$ cat config.mk
export PLATFORM = sky130hd
export DESIGN_NAME = tunnel_client_table_forwarder
export DESIGN_NICKNAME = d
export VERILOG_FILES = /design/src/rtl/tctf_pkg.sv /design/src/rtl/tctf_cell.sv /design/src/rtl/tunnel_client_table_forwarder.sv
export SDC_FILE = /design/constraint.sdc
export NUM_CORES = 1
export LEC_CHECK = 0
export ABC_AREA = 1
export BUFFER_PORTS_ARGS = -buffer_cell sky130_fd_sc_hd__buf_4
export CAP_MARGIN = 0
export CORE_MARGIN = 1
export CORE_UTILIZATION = 37
export DETAILED_ROUTE_END_ITERATION = 7
export HOLD_SLACK_MARGIN = 0.12
export PLACE_DENSITY_LB_ADDON = 0.12
export SYNTH_ARGS = -nofsm -noshare
export SYNTH_HDL_FRONTEND = slang
export SYNTH_SLANG_ARGS = --single-unit
$ cat constraint.sdc
create_clock -name clk -period 12.13 [get_ports clk]
set_clock_uncertainty 0.1 [all_clocks]
set_input_delay 1.8195 -clock clk [delete_from_list [all_inputs] [get_ports clk]]
set_output_delay 1.8195 -clock clk [all_outputs]
set_load 0.01 [all_outputs]
$ cat src/rtl/tctf_pkg.sv
// Shared types and constants for the tunnel client table forwarder.
`default_nettype none

package tctf_pkg;

    // One client table entry
    typedef struct packed {
        logic        valid;
        logic [31:0] host;
        logic [15:0] port;
    } entry_t;

    // One result item, without the last marker
    typedef struct packed {
        logic [1:0]  kind;
        logic [31:0] host;
        logic [15:0] port;
        logic        conn;
    } result_t;

    // Input commands
    localparam logic [1:0] CMD_PACKET = 2'd0;
    localparam logic [1:0] CMD_CLEAR  = 2'd1;
    localparam logic [1:0] CMD_QUERY  = 2'd2;

    // Result kinds
    localparam logic [1:0] KIND_ACK   = 2'd0;
    localparam logic [1:0] KIND_FWD   = 2'd1;
    localparam logic [1:0] KIND_NONE  = 2'd2;
    localparam logic [1:0] KIND_QUERY = 2'd3;

    // Header values
    localparam logic [31:0] BCAST_HOST = 32'hffff_ffff;
    localparam logic [15:0] REG_SOCKET = 16'h0002;
    localparam logic [31:0] REG_HOST   = 32'h0000_0000;

    // Forward copies per packet
    localparam int unsigned MAX_RESULTS = 16;
    localparam int unsigned CNT_W       = $clog2(MAX_RESULTS + 1);

endpackage

`default_nettype wire

$ cat src/rtl/tctf_cell.sv
// One slot of the client table; a link in the rotating chain.
`default_nettype none

module tctf_cell
    import tctf_pkg::*;
(
    input  wire logic   clk,
    input  wire logic   rst_n,
    input  wire logic   clear,      // drop the connected flag
    input  wire logic   shift,      // take the neighbor's entry
    input  wire entry_t next_entry, // entry from the neighbor
    output entry_t      entry
);

    logic        valid_reg;
    logic        valid_next;
    logic [31:0] host_reg;
    logic [31:0] host_next;
    logic [15:0] port_reg;
    logic [15:0] port_next;

    // Next entry: shift from neighbor, or clear flag only
    always_comb
    begin
        valid_next = valid_reg;
        host_next  = host_reg;
        port_next  = port_reg;
        if (clear)
        begin
            valid_next = 1'b0;
        end
        else if (shift)
        begin
            valid_next = next_entry.valid;
            host_next  = next_entry.host;
            port_next  = next_entry.port;
        end
    end

    // Connected flag is control state
    always_ff @(posedge clk or negedge rst_n)
    begin
        if (!rst_n)
        begin
            valid_reg <= 1'b0;
        end
        else
        begin
            valid_reg <= valid_next;
        end
    end

    // Address payload, undefined until written
    always_ff @(posedge clk)
    begin
        host_reg <= host_next;
        port_reg <= port_next;
    end

    assign entry.valid = valid_reg;
    assign entry.host  = host_reg;
    assign entry.port  = port_reg;

endmodule

`default_nettype wire

$ cat src/rtl/tunnel_client_table_forwarder.sv
// Top level of the tunnel client table forwarder.
// The client table is a ring of TABLE_SLOTS cells that rotates by one slot
// per cycle while an item is processed; slot 0 sits at the head and is the
// only one examined, and a full turn puts every slot back in place. A packet
// that walks the table (forward or registration) or an in range query makes
// one full turn before its final result; a registration on a full table with
// no matching source then makes a second turn as a forward walk. Clear,
// unknown commands, bad lengths and out of range queries skip the walk and
// go straight to the final result. The rotation pauses while a result waits
// on a stalled output. A new input is taken once the previous item's final
// result sits in the output register.
`default_nettype none

module tunnel_client_table_forwarder
    import tctf_pkg::*;
#(
    parameter int unsigned TABLE_SLOTS      = 16,
    parameter int unsigned MAX_PACKET_BYTES = 1424
)
(
    input  wire logic         clk,
    input  wire logic         rst_n,
    // Input transactions
    input  wire logic         s_axis_tvalid,
    output logic              s_axis_tready,
    // pkt_bytes, dest_socket, dest_host, dest_port, src_host, src_port,
    // sender_host, sender_port, slot_index, 2 bits zero fill
    input  wire logic [183:0] s_axis_tdata,
    // command
    input  wire logic [1:0]   s_axis_tuser,
    // Result transactions
    output logic              m_axis_tvalid,
    input  wire logic         m_axis_tready,
    // target_host, target_port, entry_connected, 7 bits zero fill
    output logic [55:0]       m_axis_tdata,
    // kind
    output logic [1:0]        m_axis_tuser,
    output logic              m_axis_tlast
);

    localparam int unsigned SW = $clog2(TABLE_SLOTS);
    localparam logic [SW-1:0]   LAST_STEP = SW'(TABLE_SLOTS - 1);
    localparam logic [16:0]     MAX_LEN   = 17'(MAX_PACKET_BYTES);
    localparam logic [6:0]      SLOTS_7   = 7'(TABLE_SLOTS);
    localparam logic [CNT_W-1:0] CNT_MAX  = CNT_W'(MAX_RESULTS);

    // Sequencer states
    localparam logic [1:0] ST_IDLE = 2'd0;
    localparam logic [1:0] ST_WALK = 2'd1;
    localparam logic [1:0] ST_DONE = 2'd2;

    // Walk modes
    localparam logic [1:0] MODE_REG   = 2'd0;
    localparam logic [1:0] MODE_FWD   = 2'd1;
    localparam logic [1:0] MODE_QUERY = 2'd2;

    // Input field unpacking
    logic [15:0] in_len;
    logic [15:0] in_dsock;
    logic [31:0] in_dhost;
    logic [15:0] in_dport;
    logic [31:0] in_shost;
    logic [15:0] in_sport;
    logic [31:0] in_rhost;
    logic [15:0] in_rport;
    logic [5:0]  in_idx;

    assign in_len   = s_axis_tdata[15:0];
    assign in_dsock = s_axis_tdata[31:16];
    assign in_dhost = s_axis_tdata[63:32];
    assign in_dport = s_axis_tdata[79:64];
    assign in_shost = s_axis_tdata[111:80];
    assign in_sport = s_axis_tdata[127:112];
    assign in_rhost = s_axis_tdata[159:128];
    assign in_rport = s_axis_tdata[175:160];
    assign in_idx   = s_axis_tdata[181:176];

    // Control registers
    logic [1:0]       state_reg, state_next;
    logic [1:0]       mode_reg, mode_next;
    logic [SW-1:0]    step_reg, step_next;
    logic             found_reg, found_next;
    logic [CNT_W-1:0] cnt_reg, cnt_next;
    logic             pend_valid_reg, pend_valid_next;
    logic             out_valid_reg, out_valid_next;

    // Payload registers
    result_t          pend_reg, pend_next;
    result_t          out_res_reg, out_res_next;
    logic             out_last_reg, out_last_next;
    logic [31:0]      dhost_reg, dhost_next;
    logic [15:0]      dport_reg, dport_next;
    logic [31:0]      shost_reg, shost_next;
    logic [15:0]      sport_reg, sport_next;
    logic [31:0]      rhost_reg, rhost_next;
    logic [15:0]      rport_reg, rport_next;
    logic [SW-1:0]    idx_reg, idx_next;
    logic             bcast_reg, bcast_next;

    // Chain of table cells
    entry_t cell_out [TABLE_SLOTS];
    entry_t cell_in  [TABLE_SLOTS];
    entry_t head;
    entry_t tail_in;
    logic   chain_shift;
    logic   chain_clear;

    genvar k;
    generate
        for (k = 0; k < TABLE_SLOTS; k++)
        begin : g_cell
            if (k == TABLE_SLOTS - 1)
            begin : g_tail
                assign cell_in[k] = tail_in;
            end
            else
            begin : g_link
                assign cell_in[k] = cell_out[k + 1];
            end

            tctf_cell u_cell (
                .clk        (clk),
                .rst_n      (rst_n),
                .clear      (chain_clear),
                .shift      (chain_shift),
                .next_entry (cell_in[k]),
                .entry      (cell_out[k])
            );
        end
    endgenerate

    assign head = cell_out[0];

    // Head slot evaluation
    logic    accept;
    logic    out_free;
    logic    len_ok;
    logic    is_reg_pkt;
    logic    idx_in_range;
    logic    src_match;
    logic    dst_match;
    logic    reg_take;
    logic    fwd_hit;
    logic    q_hit;
    logic    new_res;
    result_t new_val;
    logic    stall;
    logic    advance;

    assign s_axis_tready = (state_reg == ST_IDLE);
    assign accept        = s_axis_tvalid && s_axis_tready;
    assign out_free      = !out_valid_reg || m_axis_tready;
    assign chain_clear   = accept && (s_axis_tuser == CMD_CLEAR);

    assign len_ok       = (in_len != 16'd0) && ({1'b0, in_len} <= MAX_LEN);
    assign is_reg_pkt   = (in_dsock == REG_SOCKET) && (in_dhost == REG_HOST);
    assign idx_in_range = ({1'b0, in_idx} < SLOTS_7);

    assign src_match = (head.host == shost_reg) && (head.port == sport_reg);
    assign dst_match = bcast_reg ? !src_match
                                 : ((head.host == dhost_reg) && (head.port == dport_reg));

    assign reg_take = (mode_reg == MODE_REG) && !found_reg && (!head.valid || src_match);
    assign fwd_hit  = (mode_reg == MODE_FWD) && head.valid && dst_match && (cnt_reg < CNT_MAX);
    assign q_hit    = (mode_reg == MODE_QUERY) && (step_reg == idx_reg);
    assign new_res  = reg_take || fwd_hit || q_hit;

    // Result found at the head this step
    always_comb
    begin
        new_val.kind = KIND_FWD;
        new_val.host = head.host;
        new_val.port = head.port;
        new_val.conn = 1'b0;
        if (reg_take)
        begin
            new_val.kind = KIND_ACK;
            new_val.host = rhost_reg;
            new_val.port = rport_reg;
        end
        else if (q_hit)
        begin
            new_val.kind = KIND_QUERY;
            new_val.conn = head.valid;
        end
    end

    assign stall       = new_res && pend_valid_reg && !out_free;
    assign advance     = (state_reg == ST_WALK) && !stall;
    assign chain_shift = advance;

    // Entry written back at the tail; registration updates it
    always_comb
    begin
        tail_in = head;
        if (reg_take)
        begin
            tail_in.valid = 1'b1;
            tail_in.host  = head.valid ? head.host : rhost_reg;
            tail_in.port  = rport_reg;
        end
    end

    // Sequencer and result staging
    always_comb
    begin
        state_next      = state_reg;
        mode_next       = mode_reg;
        step_next       = step_reg;
        found_next      = found_reg;
        cnt_next        = cnt_reg;
        pend_valid_next = pend_valid_reg;
        pend_next       = pend_reg;
        dhost_next      = dhost_reg;
        dport_next      = dport_reg;
        shost_next      = shost_reg;
        sport_next      = sport_reg;
        rhost_next      = rhost_reg;
        rport_next      = rport_reg;
        idx_next        = idx_reg;
        bcast_next      = bcast_reg;
        out_res_next    = out_res_reg;
        out_last_next   = out_last_reg;
        out_valid_next  = m_axis_tready ? 1'b0 : out_valid_reg;

        case (state_reg)
            ST_IDLE:
            begin
                if (accept)
                begin
                    dhost_next      = in_dhost;
                    dport_next      = in_dport;
                    shost_next      = in_shost;
                    sport_next      = in_sport;
                    rhost_next      = in_rhost;
                    rport_next      = in_rport;
                    idx_next        = in_idx[SW-1:0];
                    bcast_next      = (in_dhost == BCAST_HOST);
                    step_next       = '0;
                    found_next      = 1'b0;
                    cnt_next        = '0;
                    pend_valid_next = 1'b0;
                    state_next      = ST_DONE;
                    if (s_axis_tuser == CMD_PACKET && len_ok)
                    begin
                        mode_next  = is_reg_pkt ? MODE_REG : MODE_FWD;
                        state_next = ST_WALK;
                    end
                    else if (s_axis_tuser == CMD_QUERY)
                    begin
                        if (idx_in_range)
                        begin
                            mode_next  = MODE_QUERY;
                            state_next = ST_WALK;
                        end
                        else
                        begin
                            pend_valid_next = 1'b1;
                            pend_next.kind  = KIND_QUERY;
                            pend_next.host  = '0;
                            pend_next.port  = '0;
                            pend_next.conn  = 1'b0;
                        end
                    end
                end
            end

            ST_WALK:
            begin
                if (advance)
                begin
                    step_next = step_reg + 1'b1;
                    if (new_res)
                    begin
                        // Older result goes out, newer one waits for its last flag
                        if (pend_valid_reg)
                        begin
                            out_valid_next = 1'b1;
                            out_res_next   = pend_reg;
                            out_last_next  = 1'b0;
                        end
                        pend_valid_next = 1'b1;
                        pend_next       = new_val;
                    end
                    if (reg_take)
                    begin
                        found_next = 1'b1;
                    end
                    if (fwd_hit)
                    begin
                        cnt_next = cnt_reg + 1'b1;
                    end
                    if (step_reg == LAST_STEP)
                    begin
                        // Full table with no match: forward instead
                        if (mode_reg == MODE_REG && !found_reg && !reg_take)
                        begin
                            mode_next = MODE_FWD;
                            step_next = '0;
                        end
                        else
                        begin
                            state_next = ST_DONE;
                        end
                    end
                end
            end

            ST_DONE:
            begin
                if (out_free)
                begin
                    out_valid_next = 1'b1;
                    out_last_next  = 1'b1;
                    if (pend_valid_reg)
                    begin
                        out_res_next = pend_reg;
                    end
                    else
                    begin
                        out_res_next.kind = KIND_NONE;
                        out_res_next.host = '0;
                        out_res_next.port = '0;
                        out_res_next.conn = 1'b0;
                    end
                    pend_valid_next = 1'b0;
                    state_next      = ST_IDLE;
                end
            end

            default:
            begin
                state_next = ST_IDLE;
            end
        endcase
    end

    // Control state
    always_ff @(posedge clk or negedge rst_n)
    begin
        if (!rst_n)
        begin
            state_reg      <= ST_IDLE;
            mode_reg       <= MODE_FWD;
            step_reg       <= '0;
            found_reg      <= 1'b0;
            cnt_reg        <= '0;
            pend_valid_reg <= 1'b0;
            out_valid_reg  <= 1'b0;
        end
        else
        begin
            state_reg      <= state_next;
            mode_reg       <= mode_next;
            step_reg       <= step_next;
            found_reg      <= found_next;
            cnt_reg        <= cnt_next;
            pend_valid_reg <= pend_valid_next;
            out_valid_reg  <= out_valid_next;
        end
    end

    // Payload
    always_ff @(posedge clk)
    begin
        pend_reg     <= pend_next;
        out_res_reg  <= out_res_next;
        out_last_reg <= out_last_next;
        dhost_reg    <= dhost_next;
        dport_reg    <= dport_next;
        shost_reg    <= shost_next;
        sport_reg    <= sport_next;
        rhost_reg    <= rhost_next;
        rport_reg    <= rport_next;
        idx_reg      <= idx_next;
        bcast_reg    <= bcast_next;
    end

    // Output port packing
    assign m_axis_tvalid = out_valid_reg;
    assign m_axis_tuser  = out_res_reg.kind;
    assign m_axis_tlast  = out_last_reg;
    assign m_axis_tdata  = {7'd0, out_res_reg.conn, out_res_reg.port, out_res_reg.host};

endmodule

`default_nettype wire

==> results by group, run 1 <==
GRT
  • Remaining Overflow, GRT: 0
  • First-pass GRT wire length: 106 mm
  • Number of global-route vias before repair: between 15,000 and 20,000
  • Total track usage: 0.146
  • Antenna violations before repair: 4
  • Largest net degree at the start of global routing: 202

Timing
  • Final Hold Fails: 0
  • RSZ-0062 raised after global routing: no
  • Fmax: around 210 MHz
  • Total negative slack: 0 ns
  • Least-Margin Pin Slew: roughly 1.2 ns
  • # setup viols final: 0
  • Final worst path period share: 0.389
  • Worst slew margin: 0.218
  • Crit path time final: 4.71 ns
  • Final Max Slew Viols: 0

Detailed routing
  • Avg WL per Cell: about 19 um
  • DRT Pass-1 Iters: 7
  • Highest routed layer: met5
  • DRT met1 WL: ~34 mm
  • Detailed Route WL: a little over 70 mm
  • Via Count: between 15,000 and 20,000
  • Detailed router's first-iteration violation count: 1,615
  • DRC: 0
  • Final ANT Viol Nets: 0
  • DR WL met3: between 3 and 4 mm
  • Vias/cell: 4.54
  • Met2 wire len: 31.8 mm

Finish
  • Share of layout cells above drive strength 1: 0.189
  • Final net count: 2,523
  • Area of the multi-input gates: ~0.0034 sq mm
  • Post-Layout Cell Count: between 3,000 and 4,000
  • Register area: 0.0314 sq mm
  • Syn-to-layout area delta: 19.6%
  • Max reg flops: slightly above 500
  • Antenna Cells: 0
  • Fillers: approximately 8,400

Synth
  • Synth area leader: edfxtp_1
  • #FFs+latches synth: 1,052
  • Sequential fraction of the synthesis area: 0.879
  • Syn Inst Count: 1,990
  • Synth area leaders: edfxtp_1 86%, nand2_1 3.2%, dfrtp_1 2.2%, inv_1 2.0%, nor2_1 1.4%
  • Yosys warns: 0
  • Syn Std Cell Area: around 0.036 sq mm
  • Synth unique cells: 39
  • Synth top area share: 0.857
  • Average cell area after synthesis: ~18 sq um

Clock network
  • H-Tree Level Count: 3
  • Clk Latency, worst-skew pair: slightly below 0.7 ns
  • Hold-fix buffers at CTS: 0
  • Postcts setup bufs: 0
  • Reg clk slew, reported paths: 0.06 ns
  • Clk sinks: approximately 1,100
  • Num CTS Buffers: ~110
  • Root Buffer: clkbuf_16
  • CTS resizes: 0
  • Clk buf depth: 3
  • TritonCTS clock tree: yes

Power
  • PwrDens: around 210 mW/mm^2
  • NetSw: between 0.002 and 0.0025 W
  • Register share of total power: 0.511
  • Switch share: 0.256
  • Combinational Power Share: 0.120
  • Pint: about 0.0067 W
  • Leakage: between 15 and 20 nW
  • Pwr Total: between 0.009 and 0.01 W
  • Maximum VDD drop: approximately 0.13 mV
  • Clock power share: 0.368

Critical path
  • CP Class: reg -> reg
  • Crit-path most repeated cell: nand2_1
  • Critical Path Sink Type: flip-flop
  • CP arrival: between 4 and 5 ns
  • Worst-path cell chain: inv_2 > nand2_1 > nand2_1 > nor2_1 > nand2_1 > nor2_1 > nand2_1 > nor2_2 > nand2_1 > nand2_2 > nand2_4 > nand3_4 > nand3_2 > nand2_4 > nor2_4 > buf_12 > buf_12
  • WP data required: around 12 ns
  • Critical path's slowest cell: buf_12
  • Crit-path max FO: between 200 and 250
  • Crit path max-delay family: simple AND/OR/NAND/NOR gates
  • Crit-path max cell delay: slightly below 0.7 ns
  • Worst path buffer plus inverter count: 3
  • Startpoint Class: flip-flop

Floorplan
  • Top Ports: approximately 250
  • Row cnt: 113
  • Initial core utilization: 0.375
  • Area of the core: roughly 0.095 sq mm
  • Die height: ~310 um
  • Die area: 0.0978 sq mm
  • Die Span X: between 300 and 400 um

Worst hold path
  • Hold Path Class: reg -> reg

Run
  • Max-cap violation count: 0

Place
  • IO buf count: around 240
  • Number of cells after detailed placement: around 3,500
  • Placer Congestion: ~0.8
  • Hpwl dp: roughly 44 mm

Run status
  • Outcome: finished, final reports clean
[synth_stat cells (all sizes together)]
cell type  number
nand2         313
ha              6
nor3            7
a21oi          10
nand3          27
dfstp           1
clkbuf         20
and3            1
or4             1
dfrtp          31
nor2          133
nor4           11
conb            1
and2            1
a221oi          1
edfxtp       1020
o211a           1
o21ai          60
or2            13
a211oi          2
buf            15
nand4          16
o22ai          33
nor4b           1
xor2            5
xnor2          52
clkinv          1
inv           207
[per-layer routing]
layer	global-route usage	vias to the layer above
li1	-	7800
met1	0.214	8408
met2	0.214	401
met3	0.0339	127
met4	0.0516	6
met5	0	-
[cell type report]
| type | instances | share of cell area |
|---|---|---|
| Clock inverter | 65 | 0.0170 |
| Sequential cell | 1052 | 0.735 |
| Timing Repair Buffer | 256 | 0.0458 |
| Clock buffer | 138 | 0.0670 |
| Tap cell | 1265 | 0.0370 |
| Multi-Input combinational cell | 701 | 0.0794 |
| Inverter | 208 | 0.0184 |
[final timing paths]
path                                                          start                                        to  slack [ns]  depth (start not counted)
max                          g_cell[0].u_cell.host_reg[3]$_DFFE_PP_  g_cell[13].u_cell.host_reg[10]$_DFFE_PP_        7.42                         17
min                        g_cell[15].u_cell.host_reg[22]$_DFFE_PP_  g_cell[14].u_cell.host_reg[22]$_DFFE_PP_        0.31                          0
max reg2reg                  g_cell[0].u_cell.host_reg[3]$_DFFE_PP_  g_cell[13].u_cell.host_reg[10]$_DFFE_PP_        7.42                         17
min reg2reg                g_cell[15].u_cell.host_reg[22]$_DFFE_PP_  g_cell[14].u_cell.host_reg[22]$_DFFE_PP_        0.31                          0
max in group asynchronous                                     rst_n                   mode_reg[0]$_DFFE_PN1P_       10.60                          1
min in group asynchronous                                     rst_n                   m_axis_tvalid$_DFF_PN0_        0.98                          1
[power groups by stage]
| stage | clock network [W] | logic [W] | registers [W] |
|---|---|---|---|
| final | 0.00334 | 0.00109 | 0.00463 |
| after global routing | 0.00357 | 0.00120 | 0.00467 |
| after global placement | 0 | 0.00110 | 0.00471 |
| after CTS | 0.00344 | 0.00112 | 0.00464 |
| after floorplan | 0 | 0.000514 | 0.00476 |
| after detailed placement | 0 | 0.00111 | 0.00471 |
[worst reg2reg max path, cell delays in order (launching register included)]
cell and delay [ns]:
edfxtp_1 0.49, inv_2 0.09, nand2_1 0.05, nand2_1 0.24, nor2_1 0.09, nand2_1 0.10
nor2_1 0.05, nand2_1 0.16, nor2_2 0.10, nand2_1 0.12, nand2_2 0.08, nand2_4 0.31
nand3_4 0.16, nand3_2 0.11, nand2_4 0.08, nor2_4 0.15, buf_12 0.62, buf_12 0.94
[stage by stage]
| stage | hold WS, ns | cell area (sq um) | setup WS [ns] | util |
|---|---|---|---|---|
| 2_1_floorplan | 0.300 | 35800 | 2.02 | - |
| 3_3_place_gp | 0.300 | 39200 | 7.23 | 0.411 |
| 3_5_place_dp | 0.305 | 39200 | 7.12 | 0.411 |
| 4_1_cts | 0.308 | 42700 | 7.35 | 0.449 |
| 5_1_grt | 0.307 | 42700 | 7.13 | 0.449 |
| 6_report | 0.306 | 42700 | 7.42 | 0.449 |
[cells in the final DEF (no fill, tap or decap), types with 19 or more instances in the layout]
cell / instances
clkbuf_1: 25
nand3_1: 24
o22ai_1: 33
dfrtp_1: 31
clkinv_1: 24
inv_2: 19
buf_4: 253
clkbuf_16: 108
o21ai_0: 59
xnor2_1: 52
inv_1: 187
nand2_1: 308
nor2_1: 130
edfxtp_1: 1020
[kinds of logic after synthesis]
| group | count (synthesis) | synth area share |
|---|---|---|
| XOR/XNOR | 57 | 0.0140 |
| AND/OR/NAND/NOR | 524 | 0.0609 |
| other | 1 | 0.000105 |
| flip-flops | 1052 | 0.879 |
| adder cells (fa/ha/maj) | 6 | 0.00210 |
| AO/OA/AOI/OAI | 107 | 0.0165 |
| buffers and inverters | 243 | 0.0270 |
(Power assumes the default switching activity.)
==> inputs of run 2 (changes only) <==
==> constraint.sdc (replaced) <==
create_clock -name clk -period 4.7 [get_ports clk]
set_clock_uncertainty 0.1 [all_clocks]
set_input_delay 0.705 -clock clk [delete_from_list [all_inputs] [get_ports clk]]
set_output_delay 0.705 -clock clk [all_outputs]
set_load 0.01 [all_outputs]
==> results by group, run 2 (synthesis results as in run 1) <==
Run status
  • Outcome: finished, final reports clean

Critical path
  • Worst setup endpoint: g_cell[1].u_cell.host_reg[28]$_DFFE_PP_
  • Crit path max-delay family: simple AND/OR/NAND/NOR gates
  • Worst Setup SP: g_cell[0].u_cell.host_reg[11]$_DFFE_PP_
  • Flop-to-flop setup slack: about 1.0 ns
  • Critical Path Sink Type: flip-flop
  • Reg2reg start: g_cell[0].u_cell.host_reg[11]$_DFFE_PP_
  • Crit-path most repeated cell: nand2_1
  • Worst-path cell chain: nand2_1 > nand2_1 > nor2_1 > nand2_1 > nor2_1 > nand2_1 > nor2_2 > nand3_1 > nand3_2 > nand3_4 > nand3_2 > nand2_4 > nor2_4 > buf_12 > buf_4
  • Worst path buffer plus inverter count: 2
  • Crit Reg-Reg Endpoint: g_cell[1].u_cell.host_reg[28]$_DFFE_PP_
  • Startpoint Class: flip-flop
  • CP Class: reg -> reg
  • Crit-path max FO: 67
  • Crit-path max cell delay: ~0.7 ns
  • CP arrival: about 3.9 ns
  • WP data required: between 4 and 5 ns
  • Reg2reg path depth: 15
  • Crit path depth: 15
  • Critical path's slowest cell: buf_4

Power
  • PwrDens: 529 mW/mm^2
  • Pwr Total: ~0.023 W
  • Maximum VDD drop: between 0.3 and 0.4 mV
  • Leakage: roughly 16 nW

Clock network
  • TritonCTS clock tree: yes
  • Root Buffer: clkbuf_16
  • Clk sinks: between 1,000 and 1,500
  • H-Tree Level Count: 3
  • Clk buf depth: 3
  • Postcts setup bufs: 0
  • Clk Latency, worst-skew pair: between 0.6 and 0.7 ns
  • Reg clk slew, reported paths: approximately 0.06 ns
  • CTS resizes: 0
  • Hold-fix buffers at CTS: around 140
  • Num CTS Buffers: about 110

Finish
  • Post-Layout Cell Count: 3,837
  • Most common cell after layout, fill and taps aside: edfxtp_1
  • Fillers: approximately 8,300
  • Final net count: between 2,000 and 3,000
  • Share of layout cells above drive strength 1: 0.184
  • Max reg flops: just over 500
  • Antenna Cells: 0
  • Most frequent cells in the layout: 1,020 x edfxtp_1, 307 x nand2_1, 258 x buf_4
  • Syn-to-layout area delta: 23.9%
  • Final instance area: between 0.04 and 0.05 sq mm

Timing
  • Worst slew margin: 0.172
  • Total negative slack: 0 ns
  • Final worst path period share: 0.786
  • RSZ-0062 raised after global routing: no
  • Least-Margin Pin Slew: between 1 and 1.5 ns
  • Min setup slack post-route: 1.00 ns
  • Crit path time final: roughly 3.7 ns
  • # setup viols final: 0
  • Final Hold Fails: 0
  • Fmax: 271 MHz
  • Final Max Slew Viols: 0

GRT
  • Remaining Overflow, GRT: 0
  • Antenna violations before repair: 10
  • First-pass GRT wire length: 110 mm
  • Largest net degree at the start of global routing: 177
  • Number of global-route vias before repair: 17,600
  • Total track usage: 0.151

Detailed routing
  • Avg WL per Cell: 19.1 um
  • Detailed router's first-iteration violation count: ~1,300
  • DRC: 0
  • Vias/cell: between 4 and 5
  • DRT met1 WL: between 30 and 40 mm
  • Via Count: 17,400
  • Final ANT Viol Nets: 0
  • Highest routed layer: met5
  • DR WL met3: approximately 3.7 mm
  • Detailed Route WL: about 73 mm
  • DRT Pass-1 Iters: 5
  • Met2 wire len: 33.5 mm

Floorplan
  • Area of the core: between 0.09 and 0.1 sq mm
  • Top Ports: approximately 250
  • Die height: roughly 310 um
  • Initial core utilization: 0.375
  • Die Span X: between 300 and 400 um
  • Row cnt: ~110
  • Die area: 0.0978 sq mm

Run
  • Max-cap violation count: 0

Place
  • Placer Congestion: around 0.80
  • IO buf count: around 240
  • Number of cells after detailed placement: around 3,500
  • DP Area: slightly below 0.04 sq mm
  • Hpwl dp: approximately 45 mm
  • Dpl ws: 0.925 ns

Worst hold path
  • Hold Path Class: in -> reg
  • Hold path depth: 1
-- run 2: worst min path at each step --
| stage | startpoint | end | slack, ns |
|---|---|---|---|
| 4_1_cts | s_axis_tdata[33] | dhost_reg[1]$_DFFE_PP_ | 0.12 |
| 3_3_place_gp | g_cell[15].u_cell.host_reg[28]$_DFFE_PP_ | g_cell[14].u_cell.host_reg[28]$_DFFE_PP_ | 0.30 |
| 2_1_floorplan | g_cell[1].u_cell.host_reg[0]$_DFFE_PP_ | g_cell[0].u_cell.host_reg[0]$_DFFE_PP_ | 0.30 |
| 6_report | s_axis_tdata[60] | dhost_reg[28]$_DFFE_PP_ | 0.17 |
| 3_5_place_dp | g_cell[1].u_cell.host_reg[7]$_DFFE_PP_ | g_cell[0].u_cell.host_reg[7]$_DFFE_PP_ | 0.30 |
| 5_1_grt | s_axis_tdata[33] | dhost_reg[1]$_DFFE_PP_ | 0.13 |
-- run 2: routing by layer --
layer	track usage	up-vias
li1	-	8118
met1	0.223	8801
met2	0.228	385
met3	0.0329	106
met4	0.0371	6
met5	0	-
-- run 2: stage by stage --
step	util	hold WS, ns
finish	0.465	0.174
global route	0.465	0.131
global placement	0.413	0.301
floorplan	-	0.300
CTS	0.465	0.120
detailed placement	0.413	0.305
-- run 2: cell type report --
type / instances / area (sq um) / share of cell area
clock buffer: 129 / 2800 / 0.0633
clock inverter: 74 / 708 / 0.0160
timing repair buffer: 408 / 3530 / 0.0797
tap: 1265 / 1580 / 0.0358
sequential: 1052 / 31400 / 0.710
multi-input combinational: 701 / 3430 / 0.0775
inverter: 208 / 786 / 0.0177
-- run 2: power breakdown --
group          internal (W)  switching (W)  leakage, nW
sequential           0.0116       0.000352         9.76
clock               0.00487        0.00357         1.71
combinational      0.000971        0.00206         4.41
==> inputs of run 3 (changes only) <==
==> constraint.sdc (replaced) <==
create_clock -name clk -period 3.2 [get_ports clk]
set_clock_uncertainty 0.1 [all_clocks]
set_input_delay 0.48 -clock clk [delete_from_list [all_inputs] [get_ports clk]]
set_output_delay 0.48 -clock clk [all_outputs]
set_load 0.01 [all_outputs]
==> results by group, run 3 (synthesis results as in run 1) <==
Timing
  • # setup viols final: 0
  • Min setup slack post-route: approximately 0.16 ns
  • RSZ-0062 raised after global routing: yes
  • Final worst path period share: 0.952
  • Final Hold Fails: 0
  • Hold_ws: 0.173 ns
  • Final Max Slew Viols: 0
  • Least-Margin Pin Slew: 1.15 ns
  • Crit path time final: 3.04 ns
  • Fmax: 328 MHz
  • Worst slew margin: 0.234

Power
  • Maximum VDD drop: 0.472 mV
  • Leakage: about 17 nW
  • Pwr Total: approximately 0.035 W
  • PwrDens: just under 800 mW/mm^2

Detailed routing
  • Detailed router's first-iteration violation count: 1,496
  • Final ANT Viol Nets: 0
  • DRT Pass-1 Iters: 5
  • Detailed Route WL: roughly 77 mm
  • Avg WL per Cell: roughly 20 um
  • Via Count: 18,000
  • DRC: 0
  • Vias/cell: around 4.5

Floorplan
  • Row cnt: around 110
  • Top Ports: ~250
  • Die area: approximately 0.098 sq mm
  • Initial core utilization: 0.375
  • Area of the core: about 0.095 sq mm
  • Die height: roughly 310 um
  • Die Span X: ~310 um

GRT
  • Remaining Overflow, GRT: 0
  • Antenna violations before repair: 6
  • Largest net degree at the start of global routing: 150
  • Total track usage: 0.157
  • First-pass GRT wire length: between 100 and 150 mm
  • Number of global-route vias before repair: 18,300

Finish
  • Final instance area: 0.0460 sq mm
  • Most frequent cells in the layout: 1,020 x edfxtp_1, 332 x buf_4, 300 x nand2_1
  • Max reg flops: 512
  • Share of layout cells above drive strength 1: 0.225
  • Most common cell after layout, fill and taps aside: edfxtp_1
  • Final net count: about 2,800
  • Syn-to-layout area delta: 28.7%
  • Post-Layout Cell Count: roughly 4,000

Critical path
  • Startpoint Class: flip-flop
  • Critical Path Sink Type: flip-flop
  • Crit-path max FO: 12
  • WP data required: approximately 3.5 ns
  • CP arrival: ~3.4 ns
  • CP Class: reg -> reg

Clock network
  • Clk buf depth: 3
  • Clk sinks: 1,052
  • TritonCTS clock tree: yes
  • Reg clk slew, reported paths: approximately 0.060 ns
  • Num CTS Buffers: between 100 and 150
  • H-Tree Level Count: 3
  • Root Buffer: clkbuf_16
  • Clk Latency, worst-skew pair: about 0.68 ns

Place
  • Dpl ws: -0.191 ns
  • IO buf count: 241
  • Hpwl dp: 48.6 mm
  • DP Area: approximately 0.04 sq mm
  • Number of cells after detailed placement: roughly 3,600
  • Placer Congestion: roughly 0.8

Worst hold path
  • Hold Path Class: in -> reg

Run status
  • Outcome: finished, final reports clean

Run
  • Max-cap violation count: 0
[run 3: worst max-delay path: stages (launching register included)]
cell and delay (ns):
edfxtp_1 0.44, buf_4 0.19, xnor2_1 0.18, nand3_1 0.13, nor2_1 0.16, nand2_1 0.06
nor2_1 0.10, nand3_1 0.11, nand2_2 0.11, nand3_2 0.12, nand3_4 0.14, nand3_2 0.10
nand2_4 0.13, nor2_4 0.04, buf_12 0.13, buf_12 0.16, buf_16 0.17, clkbuf_16 0.18
[run 3: final cells by class]
type                    count  area, sq um
fillers                  8086        49300
flip-flops and latches   1052        31400
repair buffers            531         5020
multi-input cells         701         3530
clock buffers             134         2890
well taps                1265         1580
inverters                 208          786
clock inverters            73          751
diodes                      3         7.51
[run 3: metal layers]
metal	global-route usage	vias up	wire length, um
met1	0.234	9095	36600
met2	0.235	390	35100
li1	-	8380	-
met5	0	-	45
met4	0.0460	8	1840
met3	0.0311	119	3800
[run 3: where the power goes]
group	switching [W]	internal [W]
Sequential	0.000514	0.0170
Clock	0.00528	0.00748
Combinational	0.00321	0.00190
Total	0.00901	0.0264
[run 3: worst paths after layout]
check | cells after the start | from | slack, ns | to
setup / recovery | 17 | g_cell[0].u_cell.host_reg[3]$_DFFE_PP_ | 0.16 | g_cell[10].u_cell.host_reg[15]$_DFFE_PP_
hold / removal | 4 | m_axis_tready | 0.17 | m_axis_tvalid$_DFF_PN0_
setup reg to reg | 17 | g_cell[0].u_cell.host_reg[3]$_DFFE_PP_ | 0.16 | g_cell[10].u_cell.host_reg[15]$_DFFE_PP_
hold reg to reg | 0 | g_cell[3].u_cell.host_reg[11]$_DFFE_PP_ | 0.29 | g_cell[2].u_cell.host_reg[11]$_DFFE_PP_
max in group asynchronous | 2 | rst_n | 2.47 | mode_reg[0]$_DFFE_PN1P_
min in group asynchronous | 2 | rst_n | 0.19 | step_reg[1]$_DFFE_PN0P_
[run 3: timing repair]
action                                  4_1_cts  5_1_grt
resized for setup                             3       29
buffers inserted                              2       13
pin swaps                                     1        4
endpoints found under the setup margin      794      793
gates cloned                                  1        9
hold endpoints to repair                    181        0
hold buffers                                152        0
[run 3: stage by stage]
step,util,TNS [ns]
after floorplan,-,-2076.91
after global placement,0.423,-54.40
after detailed placement,0.423,-74.68
after CTS,0.477,0
after global routing,0.483,-1.65
final,0.483,0
